File: src/hw/rtl/bgde_pkg.sv
// ----------------------------------------------------------------------------
// Battery gauge display encoder package
// Shared constants, display types and the seven-segment digit table.
// ----------------------------------------------------------------------------
package bgde_pkg;

	// Scaling constants.
	localparam int unsigned MvScale    = 5000;   // millivolts per full scale, over 1024
	localparam int unsigned TenthsMul  = 15729;  // 3 * 5243, so x * 3 / 25 = (x * TenthsMul) >> 17
	localparam int unsigned PctLow     = 320;
	localparam int unsigned PctHigh    = 584;
	localparam int unsigned PctRecip   = 31776;  // 2^23 / 264, rounded up
	localparam int unsigned Div100Mul  = 41;     // x / 100 = (x * 41) >> 12 for x < 1000
	localparam int unsigned Div10Mul   = 205;    // x / 10 = (x * 205) >> 11 for x < 1000

	// Segment bits.
	localparam logic [7:0] SegDp    = 8'h80;
	localparam logic [7:0] SegBlank = 8'h00;

	// Register indexes of the configuration port.
	typedef enum logic [1:0] {
		CFG_SHOW_VOLTAGE = 2'd0,
		CFG_TEST_ENABLE  = 2'd1,
		CFG_TEST_VALUE   = 2'd2
	} cfg_index_t;

	// Voltage digits as they travel down the pipeline.
	typedef struct packed {
		logic [3:0] hund;
		logic [3:0] tens;
		logic [3:0] ones;
		logic       ge100;
		logic       ge10;
	} volt_dig_t;

	// Everything the display encoder hands back to the output register.
	typedef struct packed {
		logic [7:0] pct_h;
		logic [7:0] pct_t;
		logic [7:0] pct_o;
		logic [1:0] bar_upper;
		logic [7:0] bar_lower;
		logic       low_blink;
		logic [7:0] volt_h;
		logic [7:0] volt_t;
		logic [7:0] volt_o;
	} disp_t;

	// Seven-segment code of one decimal digit, gfedcba in bits 6..0.
	function automatic logic [7:0] seg_of(input logic [3:0] d);
		logic [7:0] s;
		case (d)
			4'd0:    s = 8'h3f;
			4'd1:    s = 8'h06;
			4'd2:    s = 8'h5b;
			4'd3:    s = 8'h4f;
			4'd4:    s = 8'h66;
			4'd5:    s = 8'h6d;
			4'd6:    s = 8'h7d;
			4'd7:    s = 8'h07;
			4'd8:    s = 8'h7f;
			4'd9:    s = 8'h6f;
			default: s = 8'h00;
		endcase
		return s;
	endfunction

endpackage

File: src/hw/rtl/bgde_seg_encode.sv
// ----------------------------------------------------------------------------
// Battery gauge display segment encoder
// Turns the final percent and the voltage digits into segment bytes,
// the bar pattern and the low-charge blink flag.
// ----------------------------------------------------------------------------
module bgde_seg_encode (
	input  logic [6:0]          percent,
	input  logic [3:0]          pct_q10,
	input  bgde_pkg::volt_dig_t volt,
	input  logic                show_voltage,
	output bgde_pkg::disp_t     disp
);
	import bgde_pkg::*;

	logic       pct_ge100;
	logic       pct_ge10;
	logic [3:0] pct_tens;
	logic [6:0] pct_ones_w;
	logic [3:0] pct_ones;

	// Split the percent: the quotient by ten comes in precomputed.
	always_comb begin
		pct_ge100  = (percent >= 7'd100);
		pct_ge10   = (percent >= 7'd10);
		pct_tens   = pct_ge100 ? (pct_q10 - 4'd10) : pct_q10;
		pct_ones_w = percent - 7'({pct_q10, 3'b000} + {2'b00, pct_q10, 1'b0});
		pct_ones   = pct_ones_w[3:0];
	end

	// Segment bytes and bar pattern.
	always_comb begin
		disp.pct_h     = pct_ge100 ? seg_of(4'd1) : SegBlank;
		disp.pct_t     = pct_ge10 ? seg_of(pct_tens) : SegBlank;
		disp.pct_o     = seg_of(pct_ones);
		disp.bar_upper = 2'd0;
		disp.low_blink = 1'b0;
		if (percent == 7'd100) begin
			disp.bar_upper = 2'd3;
			disp.bar_lower = 8'hff;
		end else if (percent inside {[7'd0:7'd10]}) begin
			disp.low_blink = 1'b1;
			disp.bar_lower = 8'h01;
		end else if (percent inside {[7'd11:7'd20]}) begin
			disp.low_blink = 1'b1;
			disp.bar_lower = 8'h03;
		end else if (percent inside {[7'd21:7'd30]}) begin
			disp.bar_lower = 8'h07;
		end else if (percent inside {[7'd31:7'd40]}) begin
			disp.bar_lower = 8'h0f;
		end else if (percent inside {[7'd41:7'd50]}) begin
			disp.bar_lower = 8'h1f;
		end else if (percent inside {[7'd51:7'd60]}) begin
			disp.bar_lower = 8'h3f;
		end else if (percent inside {[7'd61:7'd70]}) begin
			disp.bar_lower = 8'h7f;
		end else if (percent inside {[7'd71:7'd80]}) begin
			disp.bar_lower = 8'hff;
		end else begin
			disp.bar_upper = 2'd1;
			disp.bar_lower = 8'hff;
		end
	end

	// Voltage digits, all zero while the voltage display is off.
	always_comb begin
		if (show_voltage) begin
			disp.volt_h = volt.ge100 ? seg_of(volt.hund) : SegBlank;
			disp.volt_t = (volt.ge10 ? seg_of(volt.tens) : SegBlank) | SegDp;
			disp.volt_o = seg_of(volt.ones);
		end else begin
			disp.volt_h = SegBlank;
			disp.volt_t = SegBlank;
			disp.volt_o = SegBlank;
		end
	end

endmodule

File: src/hw/rtl/battery_gauge_display_encoder.sv
// ----------------------------------------------------------------------------
// Battery gauge display encoder
// Scales a 10-bit converter sample of the pack voltage to tenths of a volt
// and a charge percent, and encodes both for a seven-segment display.
// ----------------------------------------------------------------------------
// Usage:
//   Input channel: adc_sample with in_valid / in_stall. A transfer happens
//   at a rising edge with in_valid high and in_stall low.
//   Output channel: all result fields with out_valid / out_stall, one
//   result per input sample, in order.
//   Configuration: cfg_we, cfg_index, cfg_data write show_voltage (0),
//   test_enable (1) and test_value (2); other indexes are ignored. Write
//   only while no sample is in flight.
//   A sample passes from the input transfer through five arithmetic
//   stages (millivolts, tenths, percent numerator and voltage quotients,
//   percent and voltage digits, percent quotient) and the output
//   register. Throughput is one sample per cycle while out_stall is low.
//   Reset clears all valid bits and the configuration registers.
//   When the receiver stalls, the output holds and stages fill behind it;
//   in_stall rises only once every stage holds a sample. Nothing is lost
//   or repeated.
// ----------------------------------------------------------------------------
module battery_gauge_display_encoder (
	input  logic       clk,
	input  logic       arst_n,
	input  logic       in_valid,
	output logic       in_stall,
	input  logic [9:0] adc_sample,
	output logic       out_valid,
	input  logic       out_stall,
	input  logic       cfg_we,
	input  logic [1:0] cfg_index,
	input  logic [6:0] cfg_data,
	output logic [6:0] charge_percent,
	output logic [9:0] pack_tenths,
	output logic [7:0] pct_hundreds_seg,
	output logic [7:0] pct_tens_seg,
	output logic [7:0] pct_ones_seg,
	output logic [1:0] bar_upper,
	output logic [7:0] bar_lower,
	output logic       low_blink,
	output logic [7:0] volt_hundreds_seg,
	output logic [7:0] volt_tens_seg,
	output logic [7:0] volt_ones_seg
);
	import bgde_pkg::*;

	// Configuration registers.
	logic       show_voltage_q;
	logic       test_enable_q;
	logic [6:0] test_value_q;

	// Stage valid bits and advance enables.
	logic v_s1, v_s2, v_s3, v_s4, v_s5, out_valid_q;
	logic go1, go2, go3, go4, go5, go6;

	// Stage payloads.
	logic [12:0] mv_s1;
	logic [9:0]  tenths_s2;
	logic [9:0]  tenths_s3;
	logic [14:0] num_s3;
	logic        lo_s3;
	logic        hi_s3;
	logic [2:0]  vh_s3;
	logic [5:0]  vq10_s3;
	logic [9:0]  tenths_s4;
	logic [6:0]  pct_s4;
	volt_dig_t   volt_s4;
	logic [9:0]  tenths_s5;
	logic [6:0]  pct_s5;
	logic [3:0]  pq10_s5;
	volt_dig_t   volt_s5;
	logic [6:0]  pct_q;
	logic [9:0]  tenths_q;
	disp_t       disp_q;

	// Combinational stage results.
	logic [22:0] mv_prod;
	logic [26:0] tenths_prod;
	logic [9:0]  pct_diff;
	logic [15:0] num_prod;
	logic [15:0] vh_prod;
	logic [16:0] vq10_prod;
	logic [29:0] pct_prod;
	logic [6:0]  pct_meas;
	logic [5:0]  vt_w;
	logic [9:0]  vo_w;
	logic [14:0] pq10_prod;
	disp_t       disp_c;

	// Configuration writes.
	always_ff @(posedge clk or negedge arst_n) begin
		if (!arst_n) begin
			show_voltage_q <= 1'b0;
			test_enable_q  <= 1'b0;
			test_value_q   <= 7'd0;
		end else if (cfg_we) begin
			case (cfg_index)
				CFG_SHOW_VOLTAGE: show_voltage_q <= cfg_data[0];
				CFG_TEST_ENABLE:  test_enable_q  <= cfg_data[0];
				CFG_TEST_VALUE:   test_value_q   <= cfg_data;
				default:          ;
			endcase
		end
	end

	// A stage advances when it is empty or the stage after it advances.
	always_comb begin
		go6      = !out_valid_q || !out_stall;
		go5      = !v_s5 || go6;
		go4      = !v_s4 || go5;
		go3      = !v_s3 || go4;
		go2      = !v_s2 || go3;
		go1      = !v_s1 || go2;
		in_stall = !go1;
	end

	always_ff @(posedge clk or negedge arst_n) begin
		if (!arst_n) begin
			v_s1        <= 1'b0;
			v_s2        <= 1'b0;
			v_s3        <= 1'b0;
			v_s4        <= 1'b0;
			v_s5        <= 1'b0;
			out_valid_q <= 1'b0;
		end else begin
			if (go1) v_s1 <= in_valid;
			if (go2) v_s2 <= v_s1;
			if (go3) v_s3 <= v_s2;
			if (go4) v_s4 <= v_s3;
			if (go5) v_s5 <= v_s4;
			if (go6) out_valid_q <= v_s5;
		end
	end

	// Stage 1: sample to millivolts.
	assign mv_prod = 23'(adc_sample) * 23'(MvScale);

	always_ff @(posedge clk) begin
		if (go1) mv_s1 <= mv_prod[22:10];
	end

	// Stage 2: millivolts to tenths of a volt, mv * 3 / 25 by reciprocal.
	assign tenths_prod = 27'(mv_s1) * 27'(TenthsMul);

	always_ff @(posedge clk) begin
		if (go2) tenths_s2 <= tenths_prod[26:17];
	end

	// Stage 3: percent numerator, clamp flags and voltage quotients.
	always_comb begin
		pct_diff  = tenths_s2 - 10'(PctLow);
		num_prod  = 16'(pct_diff[8:0]) * 16'd100;
		vh_prod   = 16'(tenths_s2) * 16'(Div100Mul);
		vq10_prod = 17'(tenths_s2) * 17'(Div10Mul);
	end

	always_ff @(posedge clk) begin
		if (go3) begin
			tenths_s3 <= tenths_s2;
			num_s3    <= num_prod[14:0];
			lo_s3     <= (tenths_s2 <= 10'(PctLow));
			hi_s3     <= (tenths_s2 >= 10'(PctHigh));
			vh_s3     <= vh_prod[14:12];
			vq10_s3   <= vq10_prod[16:11];
		end
	end

	// Stage 4: percent by reciprocal of 264, test override, voltage digits.
	always_comb begin
		pct_prod = 30'(num_s3) * 30'(PctRecip);
		if (lo_s3) begin
			pct_meas = 7'd0;
		end else if (hi_s3) begin
			pct_meas = 7'd100;
		end else begin
			pct_meas = pct_prod[29:23];
		end
		vt_w = vq10_s3 - 6'({vh_s3, 3'b000} + {2'b00, vh_s3, 1'b0});
		vo_w = tenths_s3 - 10'({vq10_s3, 3'b000} + {3'b000, vq10_s3, 1'b0});
	end

	always_ff @(posedge clk) begin
		if (go4) begin
			tenths_s4     <= tenths_s3;
			pct_s4        <= test_enable_q ? test_value_q : pct_meas;
			volt_s4.hund  <= {1'b0, vh_s3};
			volt_s4.tens  <= vt_w[3:0];
			volt_s4.ones  <= vo_w[3:0];
			volt_s4.ge100 <= (tenths_s3 >= 10'd100);
			volt_s4.ge10  <= (tenths_s3 >= 10'd10);
		end
	end

	// Stage 5: percent quotient by ten.
	assign pq10_prod = 15'(pct_s4) * 15'(Div10Mul);

	always_ff @(posedge clk) begin
		if (go5) begin
			tenths_s5 <= tenths_s4;
			pct_s5    <= pct_s4;
			pq10_s5   <= pq10_prod[14:11];
			volt_s5   <= volt_s4;
		end
	end

	// Stage 6: segment encoding into the output register.
	bgde_seg_encode u_seg_encode (
		.percent      (pct_s5),
		.pct_q10      (pq10_s5),
		.volt         (volt_s5),
		.show_voltage (show_voltage_q),
		.disp         (disp_c)
	);

	always_ff @(posedge clk) begin
		if (go6) begin
			pct_q    <= pct_s5;
			tenths_q <= tenths_s5;
			disp_q   <= disp_c;
		end
	end

	// Output ports.
	assign out_valid         = out_valid_q;
	assign charge_percent    = pct_q;
	assign pack_tenths       = tenths_q;
	assign pct_hundreds_seg  = disp_q.pct_h;
	assign pct_tens_seg      = disp_q.pct_t;
	assign pct_ones_seg      = disp_q.pct_o;
	assign bar_upper         = disp_q.bar_upper;
	assign bar_lower         = disp_q.bar_lower;
	assign low_blink         = disp_q.low_blink;
	assign volt_hundreds_seg = disp_q.volt_h;
	assign volt_tens_seg     = disp_q.volt_t;
	assign volt_ones_seg     = disp_q.volt_o;

endmodule
File: config.mk
export PLATFORM = sky130hd
export DESIGN_NAME = battery_gauge_display_encoder
export DESIGN_NICKNAME = d
export VERILOG_FILES = /design/src/hw/rtl/bgde_pkg.sv /design/src/hw/rtl/bgde_seg_encode.sv /design/src/hw/rtl/battery_gauge_display_encoder.sv
export SDC_FILE = /design/constraint.sdc
export NUM_CORES = 1
export LEC_CHECK = 0
export BUFFER_PORTS_ARGS = -buffer_cell sky130_fd_sc_hd__buf_4
export CAP_MARGIN = 20
export CORE_MARGIN = 1
export CORE_UTILIZATION = 50
export CTS_CLUSTER_DIAMETER = 100
export DETAILED_ROUTE_END_ITERATION = 6
export PLACE_DENSITY = 0.67
export SETUP_SLACK_MARGIN = 0.1
export SLEW_MARGIN = 15
export SYNTH_ARGS = -nofsm -noshare
export SYNTH_HDL_FRONTEND = slang
export SYNTH_HIERARCHICAL = 1
export SYNTH_SLANG_ARGS = --single-unit
File: constraint.sdc
create_clock -name clk -period 5.3 [get_ports clk]
set_input_delay 0.265 -clock clk [delete_from_list [all_inputs] [get_ports clk]]
set_output_delay 0.265 -clock clk [all_outputs]
set_load 0.005 [all_outputs]
# Word level (Yosys, flattened, before mapping)

Memory sizes are Yosys's and may differ from the RTL's. A register that Yosys moved wholly into a read port is not among the register bits.
Cells that the tools add are included.

$add $sub $neg: 8
$mul: 7
Multiplexer cells: 25
$lt $le $gt $ge: 22
Eq/ne operators: 3
Reduce and logical (&&, ||, !) cells: 31

Operators by type and width:

| cell                                                 | number |
|---|---|
| 2-to-1 mux 8 bit                                     | 6 |
| 2-to-1 mux 7 bit                                     | 4 |
| multiplier 13 x 14 -> 27 bit, second input constant  | 1 |
| multiplier 13 x 10 -> 23 bit, second input constant  | 1 |
| >= comparator 7 x 6 -> 1 bit, second input constant  | 3 |
| <= comparator 7 x 6 -> 1 bit, second input constant  | 3 |
| multiplier 10 x 10 -> 20 bit, second input constant  | 1 |
| 2-to-1 mux 16 bit                                    | 1 |
| multiplier 10 x 6 -> 15 bit, second input constant   | 1 |
| multiplier 10 x 8 -> 15 bit, second input constant   | 1 |
| multiplier 7 x 8 -> 15 bit, second input constant    | 1 |
| >= comparator 7 x 4 -> 1 bit, second input constant  | 2 |
| >= comparator 7 x 5 -> 1 bit, second input constant  | 2 |
| >= comparator 7 bit, second input constant           | 2 |
| <= comparator 7 x 5 -> 1 bit, second input constant  | 2 |
| <= comparator 7 bit, second input constant           | 2 |
| 2-to-1 mux 2 bit                                     | 7 |
| multiplier 9 x 5 -> 13 bit, second input constant    | 1 |
| adder 4 bit                                          | 3 |
| 2-to-1 mux 4 bit                                     | 3 |
| subtractor 4 bit                                     | 3 |
| >= comparator 10 bit, second input constant          | 1 |
| >= comparator 10 x 4 -> 1 bit, second input constant | 1 |
| >= comparator 10 x 7 -> 1 bit, second input constant | 1 |
| other kinds (17)                                     | 43 |

Memories kept: 5
Memory bits (read-only): 560
Flip-flop bits (word level): 210
Output and inout bits: 78
Input port bits: 24
Word-level logic and storage cells: 146

Memory list:

| name            | depth | width | read ports | clocked after Yosys merged registers in | write ports | RTL line       | RTL |
|---|---|---|---|---|---|---|---|
| (no name shown) | 16    | 7     | 1          | 1                                       | 0           | bgde_pkg.sv:52 | `case (d)` |
| (no name shown) | 16    | 7     | 1          | 1                                       | 0           | bgde_pkg.sv:52 |  |
| (no name shown) | 16    | 7     | 1          | 1                                       | 0           | bgde_pkg.sv:52 |  |
| (no name shown) | 16    | 7     | 1          | 1                                       | 0           | bgde_pkg.sv:52 |  |
| (no name shown) | 16    | 7     | 1          | 1                                       | 0           | bgde_pkg.sv:52 |  |

# Logic depth before layout (Yosys ltp)

Depth after elaboration: 10
Mapped depth: 18
Depth with buffers taken out: 18

# Modules after synthesis

Netlist, hierarchy kept.

Modules (own cells, without submodules):

| module                        | times used | area an instance (um^2) | cells each |
|---|---|---|---|
| battery_gauge_display_encoder | 1          | 16879.9                 | 1374 |
| bgde_seg_encode               | 1          | 1571.5                  | 221 |

# Least setup slack after synthesis

OpenSTA, ideal clock, no wires.

Path type: reg2reg
Start point: reg tenths_s3[2] (netlist name)
End point: reg pct_s4[4], data pin
Arrival: 4638 ps
Clock period less this slack: 4895 ps
Slack: 405 ps
Stages on the path, launching flop included: 17
Path buffers: 0
Path through: edfxtp_1 inv_1 fa_1 fa_1 fa_1 inv_1 ha_1 inv_1 fa_1 inv_1 ha_1 a21o_1 a221o_1 a211oi_2 nor4b_1 or3_1 a32o_1

RTL lines:

| item                 | RTL line                             | RTL |
|---|---|---|
| end signal, assigned | battery_gauge_display_encoder.sv:186 | `pct_s4 <= test_enable_q ? test_value_q : pct_meas;` |
| end, declared        | battery_gauge_display_encoder.sv:67  | `logic [6:0] pct_s4;` |

# Worst setup path after layout

Start point: reg num_s3[7]
End point: reg pct_s4[4], data pin

Word-level cells in the longest chain between the ends: 4

Ends and longest elaborated chain:

| item                         | RTL line                             | RTL |
|---|---|---|
| start, declared              | battery_gauge_display_encoder.sv:61  | `logic [14:0] num_s3;` |
| start signal, assigned       | battery_gauge_display_encoder.sv:161 | `num_s3 <= num_prod[14:0];` |
| multiplier 13 x 10 -> 23 bit | battery_gauge_display_encoder.sv:171 | `pct_prod = 30'(num_s3) * 30'(PctRecip);` |
| 2-to-1 mux 7 bit             | battery_gauge_display_encoder.sv:174 | `end else if (hi_s3) begin` |
| 2-to-1 mux 7 bit             | battery_gauge_display_encoder.sv:172 | `if (lo_s3) begin` |
| 2-to-1 mux 7 bit             | battery_gauge_display_encoder.sv:186 |  |

Every way passes these cells.
A chain may end at the register's enable or synchronous reset.

==> key figures <==
STA
  • RSZ-0062 raised after global routing: true
  • Slew @ Worst Pin: 971.7 ps
  • Final Max Tran Viols: 0
  • Fin crit share: 0.9409
  • Rel. slew slack: 0.3522
  • Clock skew: between 20 and 25 ps
  • Final Hold Vio Count: 0
  • FMAX: between 0.2 and 0.25 GHz
  • Final setup vio count: 0
  • TNS Setup: 0 ps
  • Min Tclk post-route: between 4000 and 5000 ps

Layout
  • Layout area overhead: 12.87%
  • Final #Nets: about 2300
  • Filler cells: roughly 3000
  • N_diodes: 0
  • Ratio of cells with drive above 1 in the final layout: 0.1166

Floorplanning
  • Die width: 194.1 µm
  • Die height: 194.1 µm
  • Die area: around 38000 µm²
  • Number of core rows: slightly below 70
  • Initial Util: 0.5138
  • Ports: ~100
  • Core outline area: between 30000 and 40000 µm²

Routing
  • 1st-pass router iterations: 5
  • Vias per cell: between 5 and 6
  • Initial drt markers: between 400 and 500
  • Post-DRT Antenna Nets: 0
  • Avg WL per Cell: 14.19 µm
  • Vias: between 10000 and 15000
  • Final WL: around 31 mm
  • DRC Markers: 0

Critical path
  • CP max FO: 4
  • Worst Path Arrival: approximately 5300 ps
  • Critical path's slowest cell: fa_1
  • Setup CP Type: flop to flop
  • Req. time, crit path: approximately 5600 ps
  • Crit end category: flop
  • Cell mode on critical path: fa_1
  • Critical path cell sequence: inv_2 > fa_1 > fa_1 > fa_1 > inv_1 > ha_1 > inv_1 > fa_1 > inv_1 > ha_1 > and3_4 > a221o_1 > a211oi_2 > nor4b_1 > or3_1 > a32o_1
  • Critical Path Max Stage Delay: slightly above 500 ps
  • Startpoint types: flop

Place
  • Gp weighted congestion: between 0.8 and 0.9
  • Port bufs: around 100
  • DPL Wire Length: about 26 mm

Clock network
  • Root Driver: clkbuf_16
  • Htree depth: 1
  • Bufs on Longest Clock Path: 3
  • CTS tree: yes
  • Clock-pin slew on the worst setup and hold paths: about 50 ps
  • Clk sinks: between 200 and 250
  • Total CTS buffers: 25
  • Skew-Pair Late Insertion Delay: ~550 ps

Global route
  • Largest net degree at the start of global routing: 78
  • Total track usage: 0.1755
  • Antenna violations before repair: 0
  • Grt total ovfl: 0
  • Number of global-route vias before repair: 11730
  • First-pass GRT wire length: around 55 mm

Hold path
  • Min-delay worst type: primary input to flop

Synthesis
  • Netlist cell types: between 80 and 90
  • Simple-gate share of the synthesized area: 0.05099
  • Mapped Area: ~18000 µm²
  • Synthesis-stage register bit count: 207
  • Mux cell area share after synthesis: 0.01126
  • Cell with the most instances after synthesis: ha_1
  • Post-synth top area cell: edfxtp_1
  • Post-synth top flop: edfxtp_1
  • EDFF count, synth: between 150 and 200
  • Post-synth ARST share: 0.07246
  • XOR/XNOR Fraction of Synth Area: 0.03546
  • Syn. warnings: 6
  • Synth area leaders: edfxtp_1 (31%), ha_1 (25%), fa_1 (16%)
  • Complex-gate fraction of the synthesized area: 0.07120
  • Synth Area in Adders: 0.4149
  • Register area share after synthesis: 0.3328
  • Post-synth top area share: 0.3125
  • Largest family of logic cells by synthesized area: adder cells
  • Synth cell count leaders: ha_1 (375), inv_1 (367), edfxtp_1 (192), fa_1 (148), a21oi_1 (62)
  • Synthesized area per cell: about 12 µm²
  • Post-Syn Instances: 1595

Run status
  • Outcome: complete, no violations

Job
  • Max-Cap Viols: 0
## state kept, by name (all words and copies together), names as in the netlist, 8 cells and up
name               count
mv_s1                 13
pct_ones_seg           8
tenths_s5             10
num_s3                10
volt_hundreds_seg      8
bar_lower              8
pack_tenths           10
tenths_s2             10
volt_s5               13
volt_s4               13
tenths_s4             10
tenths_s3             10
pct_hundreds_seg       8
pct_tens_seg           8
volt_tens_seg          8
volt_ones_seg          8
## metal layers
layer  vias to the layer above  part of all wire  GRT usage
met5                         -                 0          0
met2                       164              0.50     0.3175
met4                         0             0.014    0.03821
met3                        30             0.033    0.02209
met1                      5438              0.45     0.2236
li1                       5611                 -          -
## path summary, 6_finish.rpt
check	startpoint	to	slack (ps)	cells past startpoint
max in group asynchronous	arst_n	v_s5	4990	2
min in group asynchronous	arst_n	test_value_q[5]	120	2
setup reg to reg	num_s3[7]	pct_s4[4]	310	16
hold reg to reg	tenths_s4[2]	tenths_s5[2]	420	0
setup / recovery	num_s3[7]	pct_s4[4]	310	16
hold / removal	cfg_index[0]	show_voltage_q	100	3
## layout make-up
type | instances | area [µm²] | share of cell area
inverters | 368 | 1381 | 0.06633
clock buffers | 28 | 646.9 | 0.03106
flip-flops and latches | 207 | 6141 | 0.2949
clock inverters | 18 | 236.5 | 0.01135
well taps | 461 | 576.8 | 0.02770
repair buffers | 128 | 1003 | 0.04818
multi-input cells | 1009 | 10840 | 0.5205
## critical path: cells and delay by family (launching register included)
family / cells / cell delay (ps)
AND/OR/NAND/NOR: 3 / 620
AO/OA/AOI/OAI: 3 / 820
adder cells (fa/ha/maj): 6 / 2550
buffers and inverters: 4 / 280
flip-flops: 1 / 450
## layout by cell type (no fill, tap or decap), types with 12 or more instances in the layout
| cell type | instances |
|---|---|
| xor2_1 | 21 |
| nor3_1 | 18 |
| ha_1 | 375 |
| nor2_1 | 44 |
| clkbuf_16 | 25 |
| xnor2_1 | 50 |
| dfrtp_1 | 15 |
| nand2b_1 | 13 |
| edfxtp_1 | 192 |
| conb_1 | 14 |
| a21oi_1 | 62 |
| buf_4 | 118 |
| fa_1 | 148 |
| nand3_1 | 21 |
| o21ai_0 | 32 |
| nand2_1 | 43 |
| mux2_2 | 12 |
| inv_1 | 364 |
## logic make-up (layout without fill, tap and decap cells)
kind of cell / count (synthesis) / count (layout)
AO/OA/AOI/OAI: 194 / 194
flip-flops: 207 / 207
other: 3 / 14
AND/OR/NAND/NOR: 187 / 187
adder cells (fa/ha/maj): 523 / 523
multiplexers: 18 / 18
XOR/XNOR: 73 / 73
buffers and inverters: 390 / 542
## repair_timing
| action | in CTS | in global routing |
|---|---|---|
| resized for setup | 0 | 5 |
| endpoints found under the setup margin | 0 | 5 |
| hold endpoints to repair | 25 | 0 |
| hold buffers | 9 | 0 |
| setup buffers | 0 | 5 |
## metrics by stage
stage | hold slack (ps) | area, µm² | cells | utilization | setup slack [ps]
5_1_grt | 97.08 | 20830 | 2219 | 0.5799 | 81.86
6_report | 104.1 | 20830 | 2219 | 0.5799 | 313.2
2_1_floorplan | -30.59 | 18490 | 1606 | - | 404.7
4_1_cts | 77.85 | 20750 | 2213 | 0.5778 | 184.2
3_3_place_gp | 140.7 | 19780 | 2158 | 0.5507 | 311.1
3_5_place_dp | 141.6 | 19780 | 2158 | 0.5507 | 215.0
Power is not shown: default switching activity piles up to over one toggle a cycle in this logic, so the estimate is an artifact.
